## config.mk

```make
export PLATFORM = sky130hd
export DESIGN_NAME = damage_rect_merge_tracker_flat
export DESIGN_NICKNAME = d
export VERILOG_FILES = /design/src/sv/drmt_pkg.sv /design/src/sv/drmt_ifs.sv /design/src/sv/drmt_rect_mem.sv /design/src/sv/damage_rect_merge_tracker.sv /design/src/flat_wrapper.sv
export SDC_FILE = /design/constraint.sdc
export NUM_CORES = 2
export LEC_CHECK = 0
export BUFFER_PORTS_ARGS = -buffer_cell sky130_fd_sc_hd__buf_2
export CELL_PAD_IN_SITES_DETAIL_PLACEMENT = 2
export CELL_PAD_IN_SITES_GLOBAL_PLACEMENT = 2
export CORE_MARGIN = 4
export CORE_UTILIZATION = 44
export DETAILED_ROUTE_END_ITERATION = 7
export PLACE_DENSITY_LB_ADDON = 0.1
export SLEW_MARGIN = 20
export SYNTH_ARGS = -nofsm -noshare
export SYNTH_HDL_FRONTEND = slang
export SYNTH_SLANG_ARGS = --single-unit
```

## constraint.sdc

```tcl
create_clock -name clock -period 9.4 [get_ports clock]
set_input_delay 0.94 -clock clock [delete_from_list [all_inputs] [get_ports clock]]
set_output_delay 0.94 -clock clock [all_outputs]
set_load 0.1 [all_outputs]
```

## src/sv/drmt_pkg.sv

```systemverilog
`timescale 1ns / 1ps
// Shared constants and codes for the damage rectangle merge tracker.
// No dependencies; compile first.
package drmt_pkg;

   localparam int MAX_RECTS_DEF    = 32;
   localparam int COORD_BITS_DEF   = 12;
   localparam int FUNC_W           = 2;
   localparam int STATUS_W         = 4;
   localparam int LIMIT_W          = 25;
   localparam int CSR_INDEX_W      = 3;
   localparam int CSR_DATA_W       = 25;
   localparam logic [LIMIT_W-1:0] AREA_LIMIT_RESET = 25'd4096;

   typedef enum logic [FUNC_W-1:0] {
      FUNC_INSERT = 2'd0,
      FUNC_INVAL  = 2'd1,
      FUNC_DRAIN  = 2'd2,
      FUNC_RSVD   = 2'd3
   } func_type;

   typedef enum logic [STATUS_W-1:0] {
      ST_EMPTY     = 4'd0,
      ST_CONTAINED = 4'd1,
      ST_MERGED    = 4'd2,
      ST_APPENDED  = 4'd3,
      ST_OVERFLOW  = 4'd4,
      ST_WAS_FULL  = 4'd5,
      ST_ALL_SET   = 4'd6,
      ST_RECT_OUT  = 4'd7,
      ST_FULL      = 4'd8,
      ST_NOTHING   = 4'd9
   } status_type;

   localparam logic [CSR_INDEX_W-1:0] CSR_CLIENT_WIDTH  = 3'd0;
   localparam logic [CSR_INDEX_W-1:0] CSR_CLIENT_HEIGHT = 3'd1;
   localparam logic [CSR_INDEX_W-1:0] CSR_BD_ENABLE     = 3'd2;
   localparam logic [CSR_INDEX_W-1:0] CSR_BD_LEFT       = 3'd3;
   localparam logic [CSR_INDEX_W-1:0] CSR_BD_TOP        = 3'd4;
   localparam logic [CSR_INDEX_W-1:0] CSR_BD_RIGHT      = 3'd5;
   localparam logic [CSR_INDEX_W-1:0] CSR_BD_BOTTOM     = 3'd6;
   localparam logic [CSR_INDEX_W-1:0] CSR_AREA_LIMIT    = 3'd7;

endpackage

```

## src/sv/drmt_ifs.sv

```systemverilog
`timescale 1ns / 1ps
// Valid/ready channel interfaces for request and response items.
// Depends on drmt_pkg.
interface drmt_req_if #(parameter int COORD_BITS = drmt_pkg::COORD_BITS_DEF);
   import drmt_pkg::*;
   logic                  valid;
   logic                  ready;
   logic [FUNC_W-1:0]     func;
   logic [COORD_BITS-1:0] rect_left;
   logic [COORD_BITS-1:0] rect_top;
   logic [COORD_BITS-1:0] rect_right;
   logic [COORD_BITS-1:0] rect_bottom;
   modport source (output valid, func, rect_left, rect_top, rect_right, rect_bottom,
                   input ready);
   modport sink   (input valid, func, rect_left, rect_top, rect_right, rect_bottom,
                   output ready);
endinterface

interface drmt_rsp_if #(parameter int COORD_BITS = drmt_pkg::COORD_BITS_DEF);
   import drmt_pkg::*;
   logic                  valid;
   logic                  ready;
   logic [STATUS_W-1:0]   status;
   logic [COORD_BITS-1:0] out_left;
   logic [COORD_BITS-1:0] out_top;
   logic [COORD_BITS-1:0] out_right;
   logic [COORD_BITS-1:0] out_bottom;
   logic                  last;
   modport source (output valid, status, out_left, out_top, out_right, out_bottom, last,
                   input ready);
   modport sink   (input valid, status, out_left, out_top, out_right, out_bottom, last,
                   output ready);
endinterface

```

## src/sv/drmt_rect_mem.sv

```systemverilog
`timescale 1ns / 1ps
// Rectangle table storage: one write port, one read port with registered data.
// Depends on nothing but its parameters.
module drmt_rect_mem #(
   parameter int DEPTH  = 32,
   parameter int ADDR_W = 5,
   parameter int DATA_W = 48
) (
   input  logic              clock,
   input  logic              wr_en,
   input  logic [ADDR_W-1:0] wr_addr,
   input  logic [DATA_W-1:0] wr_data,
   input  logic [ADDR_W-1:0] rd_addr,
   output logic [DATA_W-1:0] rd_data
);

   logic [DATA_W-1:0] mem_ff [DEPTH];
   logic [DATA_W-1:0] rd_data_ff;

   always_ff @(posedge clock) begin
      if (wr_en) begin
         mem_ff[wr_addr] <= wr_data;
      end
      rd_data_ff <= mem_ff[rd_addr];
   end

   assign rd_data = rd_data_ff;

endmodule

```

## src/sv/damage_rect_merge_tracker.sv

```systemverilog
`timescale 1ns / 1ps
// Damage rectangle merge tracker, top level.
// Depends on drmt_pkg, drmt_ifs (drmt_req_if, drmt_rsp_if) and drmt_rect_mem.
//
// Usage: a request item on req_ch carries func (insert, invalidate all, drain)
// and, for insert, a rectangle. Every request gives one or more response items
// on rsp_ch; the last one of a request has last set. Insert and invalidate give
// exactly one; a drain gives either one full-frame or nothing item, or one
// item per stored rectangle that meets the client area.
// Configuration goes through csr_write/csr_index/csr_wdata, one register per
// cycle; the user must write only while idle, which the block does not enforce.
// Flow: one request is worked at a time; req_ch.ready is high only when the
// sequencer is idle. An insert reads up to N stored entries, one table read per
// cycle, for the containment scan, then again for the merge scan, and tests the
// union area of each overlapping entry on the single multiplier. The single
// table read port sets the scan rate.
// A finished response sits in an output register, so a new request may be
// taken while it waits. If rsp_ch stalls, the sequencer holds until the
// register frees up; nothing is dropped.
// Reset (synchronous, active high) empties the table count, clears full and
// pending flags and restores the configuration defaults; table contents stay.
module damage_rect_merge_tracker #(
   parameter int MAX_RECTS  = drmt_pkg::MAX_RECTS_DEF,
   parameter int COORD_BITS = drmt_pkg::COORD_BITS_DEF
) (
   input  logic                               clock,
   input  logic                               reset,
   drmt_req_if.sink                           req_ch,
   drmt_rsp_if.source                         rsp_ch,
   input  logic                               csr_write,
   input  logic [drmt_pkg::CSR_INDEX_W-1:0]   csr_index,
   input  logic [drmt_pkg::CSR_DATA_W-1:0]    csr_wdata
);
   import drmt_pkg::*;

   localparam int CNT_W  = $clog2(MAX_RECTS + 1);
   localparam int IDX_W  = (MAX_RECTS > 1) ? $clog2(MAX_RECTS) : 1;
   localparam int AREA_W = 2 * COORD_BITS;
   localparam int CMP_W  = (AREA_W > LIMIT_W) ? AREA_W : LIMIT_W;
   localparam int BOX_L  = 0;
   localparam int BOX_T  = 1;
   localparam int BOX_R  = 2;
   localparam int BOX_B  = 3;

   typedef logic [3:0][COORD_BITS-1:0] box_type;

   typedef enum logic [9:0] {
      S_IDLE     = 10'b00_0000_0001,
      S_DECODE   = 10'b00_0000_0010,
      S_CHECK    = 10'b00_0000_0100,
      S_BACKDROP = 10'b00_0000_1000,
      S_HOLD     = 10'b00_0001_0000,
      S_MERGE    = 10'b00_0010_0000,
      S_MUL      = 10'b00_0100_0000,
      S_CMP      = 10'b00_1000_0000,
      S_DRAIN    = 10'b01_0000_0000,
      S_RESP     = 10'b10_0000_0000
   } state_type;

   // Shared rectangle arithmetic: min/max joins and edge compares.
   function automatic box_type box_and(box_type a, box_type b);
      box_type o;
      o[BOX_L] = (a[BOX_L] > b[BOX_L]) ? a[BOX_L] : b[BOX_L];
      o[BOX_T] = (a[BOX_T] > b[BOX_T]) ? a[BOX_T] : b[BOX_T];
      o[BOX_R] = (a[BOX_R] < b[BOX_R]) ? a[BOX_R] : b[BOX_R];
      o[BOX_B] = (a[BOX_B] < b[BOX_B]) ? a[BOX_B] : b[BOX_B];
      return o;
   endfunction

   function automatic box_type box_or(box_type a, box_type b);
      box_type o;
      o[BOX_L] = (a[BOX_L] < b[BOX_L]) ? a[BOX_L] : b[BOX_L];
      o[BOX_T] = (a[BOX_T] < b[BOX_T]) ? a[BOX_T] : b[BOX_T];
      o[BOX_R] = (a[BOX_R] > b[BOX_R]) ? a[BOX_R] : b[BOX_R];
      o[BOX_B] = (a[BOX_B] > b[BOX_B]) ? a[BOX_B] : b[BOX_B];
      return o;
   endfunction

   function automatic logic box_empty(box_type a);
      return (a[BOX_R] <= a[BOX_L]) || (a[BOX_B] <= a[BOX_T]);
   endfunction

   function automatic logic box_holds(box_type outer, box_type inner);
      return (outer[BOX_L] <= inner[BOX_L]) && (outer[BOX_T] <= inner[BOX_T]) &&
             (inner[BOX_R] <= outer[BOX_R]) && (inner[BOX_B] <= outer[BOX_B]);
   endfunction

   // Configuration registers
   logic [COORD_BITS-1:0] client_w_ff, client_h_ff;
   logic                  bd_en_ff;
   logic [COORD_BITS-1:0] bd_l_ff, bd_t_ff, bd_r_ff, bd_b_ff;
   logic [LIMIT_W-1:0]    limit_ff;

   always_ff @(posedge clock) begin
      if (reset) begin
         client_w_ff <= '0;
         client_h_ff <= '0;
         bd_en_ff    <= 1'b0;
         bd_l_ff     <= '0;
         bd_t_ff     <= '0;
         bd_r_ff     <= '0;
         bd_b_ff     <= '0;
         limit_ff    <= AREA_LIMIT_RESET;
      end else if (csr_write) begin
         case (csr_index)
            CSR_CLIENT_WIDTH:  client_w_ff <= csr_wdata[COORD_BITS-1:0];
            CSR_CLIENT_HEIGHT: client_h_ff <= csr_wdata[COORD_BITS-1:0];
            CSR_BD_ENABLE:     bd_en_ff    <= csr_wdata[0];
            CSR_BD_LEFT:       bd_l_ff     <= csr_wdata[COORD_BITS-1:0];
            CSR_BD_TOP:        bd_t_ff     <= csr_wdata[COORD_BITS-1:0];
            CSR_BD_RIGHT:      bd_r_ff     <= csr_wdata[COORD_BITS-1:0];
            CSR_BD_BOTTOM:     bd_b_ff     <= csr_wdata[COORD_BITS-1:0];
            CSR_AREA_LIMIT:    limit_ff    <= csr_wdata[LIMIT_W-1:0];
            default: ;
         endcase
      end
   end

   box_type client_box, bd_box;
   always_comb begin
      client_box[BOX_L] = '0;
      client_box[BOX_T] = '0;
      client_box[BOX_R] = client_w_ff;
      client_box[BOX_B] = client_h_ff;
      bd_box[BOX_L] = bd_l_ff;
      bd_box[BOX_T] = bd_t_ff;
      bd_box[BOX_R] = bd_r_ff;
      bd_box[BOX_B] = bd_b_ff;
   end

   // Sequencer and working registers
   state_type             state_ff, state_in;
   func_type              func_ff, func_in;
   box_type               box_ff, box_in;
   box_type               u_ff, u_in;
   box_type               pend_ff, pend_in;
   logic                  pend_valid_ff, pend_valid_in;
   logic [AREA_W-1:0]     area_ff, area_in;
   logic [CNT_W-1:0]      idx_ff, idx_in;
   logic [CNT_W-1:0]      count_ff, count_in;
   logic [CNT_W-1:0]      scan_n_ff, scan_n_in;
   logic                  full_ff, full_in;
   logic                  paint_ff, paint_in;
   status_type            res_ff, res_in;

   // Output register
   logic                  rsp_valid_ff, rsp_valid_in;
   status_type            rsp_status_ff, rsp_status_in;
   box_type               rsp_box_ff, rsp_box_in;
   logic                  rsp_last_ff, rsp_last_in;

   // Table port
   logic                  mem_wr_en;
   logic [IDX_W-1:0]      mem_wr_addr;
   box_type               mem_wr_data;
   box_type               entry;

   logic                  slot_free;
   logic                  rsp_load;
   logic                  req_take;
   logic [COORD_BITS-1:0] u_w, u_h;

   assign slot_free = !rsp_valid_ff || rsp_ch.ready;
   assign req_take  = req_ch.valid && (state_ff == S_IDLE);
   assign u_w = u_ff[BOX_R] - u_ff[BOX_L];
   assign u_h = u_ff[BOX_B] - u_ff[BOX_T];

   drmt_rect_mem #(
      .DEPTH  (MAX_RECTS),
      .ADDR_W (IDX_W),
      .DATA_W (4 * COORD_BITS)
   ) u_table (
      .clock   (clock),
      .wr_en   (mem_wr_en),
      .wr_addr (mem_wr_addr),
      .wr_data (mem_wr_data),
      .rd_addr (idx_in[IDX_W-1:0]),
      .rd_data (entry)
   );

   always_comb begin
      state_in      = state_ff;
      func_in       = func_ff;
      box_in        = box_ff;
      u_in          = u_ff;
      pend_in       = pend_ff;
      pend_valid_in = pend_valid_ff;
      area_in       = area_ff;
      idx_in        = idx_ff;
      count_in      = count_ff;
      scan_n_in     = scan_n_ff;
      full_in       = full_ff;
      paint_in      = paint_ff;
      res_in        = res_ff;
      mem_wr_en     = 1'b0;
      mem_wr_addr   = count_ff[IDX_W-1:0];
      mem_wr_data   = box_ff;
      rsp_load      = 1'b0;
      rsp_status_in = rsp_status_ff;
      rsp_box_in    = rsp_box_ff;
      rsp_last_in   = rsp_last_ff;

      case (state_ff)
         S_IDLE: begin
            if (req_ch.valid) begin
               func_in        = func_type'(req_ch.func);
               box_in[BOX_L]  = req_ch.rect_left;
               box_in[BOX_T]  = req_ch.rect_top;
               box_in[BOX_R]  = req_ch.rect_right;
               box_in[BOX_B]  = req_ch.rect_bottom;
               state_in       = S_DECODE;
            end
         end
         S_DECODE: begin
            pend_valid_in = 1'b0;
            idx_in        = '0;
            case (func_ff)
               FUNC_INSERT: begin
                  box_in   = box_and(box_ff, client_box);
                  state_in = S_CHECK;
               end
               FUNC_INVAL: begin
                  paint_in = 1'b1;
                  full_in  = 1'b1;
                  count_in = '0;
                  res_in   = ST_ALL_SET;
                  state_in = S_RESP;
               end
               FUNC_DRAIN: begin
                  if (paint_ff) begin
                     paint_in  = 1'b0;
                     full_in   = 1'b0;
                     count_in  = '0;
                     scan_n_in = count_ff;
                     if (full_ff) begin
                        res_in   = ST_FULL;
                        state_in = S_RESP;
                     end else begin
                        state_in = S_DRAIN;
                     end
                  end else begin
                     res_in   = ST_NOTHING;
                     state_in = S_RESP;
                  end
               end
               default: begin
                  res_in   = ST_NOTHING;
                  state_in = S_RESP;
               end
            endcase
         end
         S_CHECK: begin
            if (box_empty(box_ff)) begin
               res_in   = ST_EMPTY;
               state_in = S_RESP;
            end else begin
               state_in = S_BACKDROP;
            end
         end
         S_BACKDROP: begin
            // When the backdrop is enabled and meets the box, join with it, then clip again.
            if (bd_en_ff && !box_empty(box_and(bd_box, box_ff))) begin
               box_in = box_and(box_or(box_ff, bd_box), client_box);
            end
            paint_in = 1'b1;
            idx_in   = '0;
            if (full_ff) begin
               res_in   = ST_WAS_FULL;
               state_in = S_RESP;
            end else begin
               state_in = S_HOLD;
            end
         end
         S_HOLD: begin
            // Containment scan, one entry per cycle.
            if (idx_ff == count_ff) begin
               idx_in   = '0;
               state_in = S_MERGE;
            end else if (box_holds(entry, box_ff)) begin
               res_in   = ST_CONTAINED;
               state_in = S_RESP;
            end else begin
               idx_in = idx_ff + 1'b1;
            end
         end
         S_MERGE: begin
            if (idx_ff == count_ff) begin
               if (count_ff == CNT_W'(MAX_RECTS)) begin
                  full_in  = 1'b1;
                  count_in = '0;
                  res_in   = ST_OVERFLOW;
               end else begin
                  mem_wr_en = 1'b1;
                  count_in  = count_ff + 1'b1;
                  res_in    = ST_APPENDED;
               end
               state_in = S_RESP;
            end else if (!box_empty(box_and(entry, box_ff))) begin
               u_in     = box_or(entry, box_ff);
               state_in = S_MUL;
            end else begin
               idx_in = idx_ff + 1'b1;
            end
         end
         S_MUL: begin
            area_in  = AREA_W'(u_w) * AREA_W'(u_h);
            state_in = S_CMP;
         end
         S_CMP: begin
            if (CMP_W'(area_ff) <= CMP_W'(limit_ff)) begin
               mem_wr_en   = 1'b1;
               mem_wr_addr = idx_ff[IDX_W-1:0];
               mem_wr_data = u_ff;
               res_in      = ST_MERGED;
               state_in    = S_RESP;
            end else begin
               idx_in   = idx_ff + 1'b1;
               state_in = S_MERGE;
            end
         end
         S_DRAIN: begin
            // Keep one found rectangle back so the final one can carry last.
            if (idx_ff == scan_n_ff) begin
               res_in   = pend_valid_ff ? ST_RECT_OUT : ST_NOTHING;
               state_in = S_RESP;
            end else if (!box_empty(box_and(entry, client_box))) begin
               if (!pend_valid_ff) begin
                  pend_in       = entry;
                  pend_valid_in = 1'b1;
                  idx_in        = idx_ff + 1'b1;
               end else if (slot_free) begin
                  rsp_load      = 1'b1;
                  rsp_status_in = ST_RECT_OUT;
                  rsp_box_in    = pend_ff;
                  rsp_last_in   = 1'b0;
                  pend_in       = entry;
                  idx_in        = idx_ff + 1'b1;
               end
            end else begin
               idx_in = idx_ff + 1'b1;
            end
         end
         S_RESP: begin
            if (slot_free) begin
               rsp_load      = 1'b1;
               rsp_status_in = res_ff;
               rsp_box_in    = (res_ff == ST_RECT_OUT) ? pend_ff : '0;
               rsp_last_in   = 1'b1;
               state_in      = S_IDLE;
            end
         end
         default: begin
            state_in = S_IDLE;
         end
      endcase

      if (rsp_load) begin
         rsp_valid_in = 1'b1;
      end else if (rsp_ch.ready) begin
         rsp_valid_in = 1'b0;
      end else begin
         rsp_valid_in = rsp_valid_ff;
      end
   end

   always_ff @(posedge clock) begin
      if (reset) begin
         state_ff      <= S_IDLE;
         count_ff      <= '0;
         full_ff       <= 1'b0;
         paint_ff      <= 1'b0;
         pend_valid_ff <= 1'b0;
         idx_ff        <= '0;
         rsp_valid_ff  <= 1'b0;
      end else begin
         state_ff      <= state_in;
         count_ff      <= count_in;
         full_ff       <= full_in;
         paint_ff      <= paint_in;
         pend_valid_ff <= pend_valid_in;
         idx_ff        <= idx_in;
         rsp_valid_ff  <= rsp_valid_in;
      end
   end

   always_ff @(posedge clock) begin
      func_ff       <= func_in;
      box_ff        <= box_in;
      u_ff          <= u_in;
      pend_ff       <= pend_in;
      area_ff       <= area_in;
      scan_n_ff     <= scan_n_in;
      res_ff        <= res_in;
      rsp_status_ff <= rsp_status_in;
      rsp_box_ff    <= rsp_box_in;
      rsp_last_ff   <= rsp_last_in;
   end

   assign req_ch.ready      = (state_ff == S_IDLE);
   assign rsp_ch.valid      = rsp_valid_ff;
   assign rsp_ch.status     = rsp_status_ff;
   assign rsp_ch.out_left   = rsp_box_ff[BOX_L];
   assign rsp_ch.out_top    = rsp_box_ff[BOX_T];
   assign rsp_ch.out_right  = rsp_box_ff[BOX_R];
   assign rsp_ch.out_bottom = rsp_box_ff[BOX_B];
   assign rsp_ch.last       = rsp_last_ff;

   // Table fill never passes its depth.
   a_count_bound: assert property (@(posedge clock) disable iff (reset)
      count_ff <= CNT_W'(MAX_RECTS))
      else $error("rect count beyond table depth");

   // Full-frame mode always comes with an empty table.
   a_full_empty: assert property (@(posedge clock) disable iff (reset)
      full_ff |-> (count_ff == '0))
      else $error("full mode with stored rectangles");

   // A taken request always starts the decode step.
   a_take_decode: assert property (@(posedge clock) disable iff (reset)
      req_take |=> (state_ff == S_DECODE))
      else $error("request taken without decode");

   // A rectangle result that is not last leaves one more in hand.
   a_drain_more: assert property (@(posedge clock) disable iff (reset)
      (rsp_load && !rsp_last_in) |=> pend_valid_ff)
      else $error("non-final drain item without a pending rectangle");

endmodule
```

## src/flat_wrapper.sv

```systemverilog
// flat-port wrapper written by rule: the top's interface ports become plain ports
module damage_rect_merge_tracker_flat import drmt_pkg::*;
#(
   parameter int MAX_RECTS  = drmt_pkg::MAX_RECTS_DEF,
   parameter int COORD_BITS = drmt_pkg::COORD_BITS_DEF
)
  (clock, reset, csr_write, csr_index, csr_wdata, req_ch_valid, req_ch_func, req_ch_rect_left, req_ch_rect_top, req_ch_rect_right, req_ch_rect_bottom, req_ch_ready, rsp_ch_valid, rsp_ch_status, rsp_ch_out_left, rsp_ch_out_top, rsp_ch_out_right, rsp_ch_out_bottom, rsp_ch_last, rsp_ch_ready);
  drmt_req_if #(.COORD_BITS(COORD_BITS)) req_ch_i ();
  drmt_rsp_if #(.COORD_BITS(COORD_BITS)) rsp_ch_i ();
  input  logic clock;
  input  logic reset;
  input  logic csr_write;
  input  logic [drmt_pkg::CSR_INDEX_W-1:0] csr_index;
  input  logic [drmt_pkg::CSR_DATA_W-1:0] csr_wdata;
  input wire logic [$bits(req_ch_i.valid)-1:0] req_ch_valid;
  input wire logic [$bits(req_ch_i.func)-1:0] req_ch_func;
  input wire logic [$bits(req_ch_i.rect_left)-1:0] req_ch_rect_left;
  input wire logic [$bits(req_ch_i.rect_top)-1:0] req_ch_rect_top;
  input wire logic [$bits(req_ch_i.rect_right)-1:0] req_ch_rect_right;
  input wire logic [$bits(req_ch_i.rect_bottom)-1:0] req_ch_rect_bottom;
  output wire logic [$bits(req_ch_i.ready)-1:0] req_ch_ready;
  output wire logic [$bits(rsp_ch_i.valid)-1:0] rsp_ch_valid;
  output wire logic [$bits(rsp_ch_i.status)-1:0] rsp_ch_status;
  output wire logic [$bits(rsp_ch_i.out_left)-1:0] rsp_ch_out_left;
  output wire logic [$bits(rsp_ch_i.out_top)-1:0] rsp_ch_out_top;
  output wire logic [$bits(rsp_ch_i.out_right)-1:0] rsp_ch_out_right;
  output wire logic [$bits(rsp_ch_i.out_bottom)-1:0] rsp_ch_out_bottom;
  output wire logic [$bits(rsp_ch_i.last)-1:0] rsp_ch_last;
  input wire logic [$bits(rsp_ch_i.ready)-1:0] rsp_ch_ready;
  assign req_ch_i.valid = req_ch_valid;
  assign req_ch_i.func = req_ch_func;
  assign req_ch_i.rect_left = req_ch_rect_left;
  assign req_ch_i.rect_top = req_ch_rect_top;
  assign req_ch_i.rect_right = req_ch_rect_right;
  assign req_ch_i.rect_bottom = req_ch_rect_bottom;
  assign req_ch_ready = req_ch_i.ready;
  assign rsp_ch_valid = rsp_ch_i.valid;
  assign rsp_ch_status = rsp_ch_i.status;
  assign rsp_ch_out_left = rsp_ch_i.out_left;
  assign rsp_ch_out_top = rsp_ch_i.out_top;
  assign rsp_ch_out_right = rsp_ch_i.out_right;
  assign rsp_ch_out_bottom = rsp_ch_i.out_bottom;
  assign rsp_ch_last = rsp_ch_i.last;
  assign rsp_ch_i.ready = rsp_ch_ready;
  damage_rect_merge_tracker #(.MAX_RECTS(MAX_RECTS), .COORD_BITS(COORD_BITS)) u_core (.clock(clock), .reset(reset), .req_ch(req_ch_i), .rsp_ch(rsp_ch_i), .csr_write(csr_write), .csr_index(csr_index), .csr_wdata(csr_wdata));
endmodule
```

==> reports/qor.txt <==
status: completed
number of global-route vias before repair: 72014
number of synthesized flops with an enable pin: 1769
layout cells sized above 1: 10.5%
Worst setup SP type: register
CTS tree: yes
all-layer global routing usage: 34.5%
Die Y-Extent: 457 µm
simple logic cell fraction of the synthesized area: 14.7%
synthesized net count: 8211
setup TNS: 0 ps
first-pass GRT wire length: 524 mm
P_leak: 36.8 nW
Crit Path Max Fanout: 33
vias per cell: 6.24
Worst VDD drop: 0.201 mV
Setup WS pre-CTS: 1050 ps
kind of end point of the critical path: register
commonest non-fill, non-tap cell in the layout: nand2_1
clk_skew: 61.3 ps
DR iter-0 viols: 7556
fin nets: 8406
asr flop ratio synth: 0%
GPL Wtd Cong: 0.890
Netlist Area Pre-Place: 88600 µm²
Yosys cell types: 72
GRT overflow: 0
yosys warns: 0
endpoints failing hold: 0
Resize count post-CTS: 0
max cap viols: 0
Die X: 457 µm
ys flop type: edfxtp_1
most frequent cells in the layout: nand2_1 (1850), edfxtp_1 (1769), a21oi_1 (639), nand3_1 (528), ha_1 (367)
Post-CTS Setup Inserts: 0
Synth area leaders: edfxtp_1 (60%), nand2_1 (7.8%), ha_1 (5.2%), dfxtp_1 (3.9%), a21oi_1 (3.6%)
worst-margin pin slew: 1240 ps
Hold Path Class: primary input to register
Initial Utilization: 44.3%
Rel. slew slack: 17.2%
drt drc: 0
Core Box Area: 200000 µm²
compound-cell area share of the yosys netlist: 8.42%
area grow syn2layout: 14.3%
Worst-path clk slew: 60 ps
critical path class: register to register
Final Util: 50.6%
Seq/Total Area, Yosys: 63.8%
drt first pass iters: 5
Arr. time, crit path: 9190 ps
hold_buf cts: 0
Final Critical Period: 8430 ps
power density over cell area: 208 nW/µm²
initial antenna violation count: 9
Final ANT Viol Nets: 0
post-synth top area share: 60.0%
row cnt: 164
WL per Instance: 34.3 µm
DR vias: 66739
fin crit share: 89.7%
post-DP HPWL: 227 mm
DP Cell Count: 10296
worst setup margin: 967 ps
peak per-stage delay on the critical path: 660 ps
clock tree sinks: 1941
f_max: 119 MHz
largest family of logic cells by synthesized area: simple AND/OR/NAND/NOR gates
num ports: 138
worst skew pair latency: 880 ps
Worst Hold Depth: 1
fin. max-slew vios: 0
RSZ-0062 raised after global routing: false
Post-Syn Instances: 7659
die area: 209000 µm²
Total Wirelength: 367 mm
cell taking the most area after synthesis: edfxtp_1
clock buffer depth: 3
mux cell area share after synthesis: 1.70%
# port buffers: 137
Avg Cell Area, Syn: 11.6 µm²
R2R depth: 30
CTS root buf: clkbuf_16
post-synthesis xor/xnor area fraction: 0.623%
Worst EP required: 10150 ps
largest net degree at the start of global routing: 86
Final Setup Violations: 0
non-filler cells, final: 10702
Post-Synth Adder-Cell Area: 7.49%
CTS Buf Count: 209
Worst path slowest cell: a21oi_1
#FFs+latches synth: 1941
H-tree depth: 4
CP dominant cell by count: a21o_1
==> final timing paths <==
kind | to | slack [ps] | startpoint
worst max register to register | u_core.u_table.rd_data[37]$_DFF_P_ | 970 | u_core.client_w_ff[1]$_SDFFE_PP0P_
worst min-delay path | u_core.func_ff[1]$_DFFE_PP_ | 250 | req_ch_func[1]
worst max-delay path | u_core.u_table.rd_data[37]$_DFF_P_ | 970 | u_core.client_w_ff[1]$_SDFFE_PP0P_
worst min register to register | u_core.limit_ff[0]$_SDFFE_PP0P_ | 460 | u_core.limit_ff[0]$_SDFFE_PP0P_
==> kinds of logic after synthesis <==
group,count (synthesis)
simple gates,3003
flops,1941
compound gates,1286
buf+inv,749
fa+ha+maj,469
mux,148
xor+xnor,63
==> routing by layer <==
metal  track usage, %  share of wire [%]
met1             44.1                 39
met5                0             0.0041
met3             4.78                7.1
met2             58.3                 49
met4             15.9                5.2
==> flip-flops by register name (all words and copies together), names as in the netlist, 24 cells and up <==
signal / cells
u_core.u_table.mem_ff: 1536
u_core.box_ff: 48
u_core.pend_ff: 48
u_core.u_ff: 48
u_core.u_table.rd_data: 48
u_core.limit_ff: 25
u_core.area_ff: 24
==> where the power goes <==
part           switching, mW  internal (mW)  total [mW]
sequential             0.191           10.0        10.2
clock                   3.70           4.76        8.46
combinational           1.75          0.638        2.38
total                   5.64           15.4        21.1
==> cell usage after synthesis, types with 112 or more instances <==
library cell	count
a31oi_1	112
dfxtp_1	172
nor2_1	251
a21oi_1	644
inv_1	351
mux2i_1	128
edfxtp_1	1769
clkbuf_1	309
ha_1	367
o21ai_0	270
nand3_1	530
nand2_1	1851
==> worst max-delay path, delay by kind of cell, from the launching register on <==
kind	cells	cell delay [ps]
flip-flops	1	310
AO/OA/AOI/OAI	20	4880
buffers and inverters	4	1690
adder cells (fa/ha/maj)	2	570
AND/OR/NAND/NOR	4	840
==> metrics by stage <==
stage | hold WS, ps | power (mW) | cell area [µm²]
global route | 220 | 21.7 | 101000
finish | 250 | 21.1 | 101000
CTS | 193 | 21.1 | 101000
floorplan | 406 | 11.6 | 88600
global placement | 443 | 12.5 | 94000
detailed placement | 456 | 12.7 | 94200
==> area by class of cell <==
class,instances,area [µm²]
clock buffers,306,5950
clock inverters,91,937
inverters,351,1320
multi-input cells,4969,29900
repair buffers,382,3240
well taps,2656,3320
flip-flops and latches,1941,56600
diodes,6,15.0
fillers,19544,98800
Power figures use the tool's default switching activity.
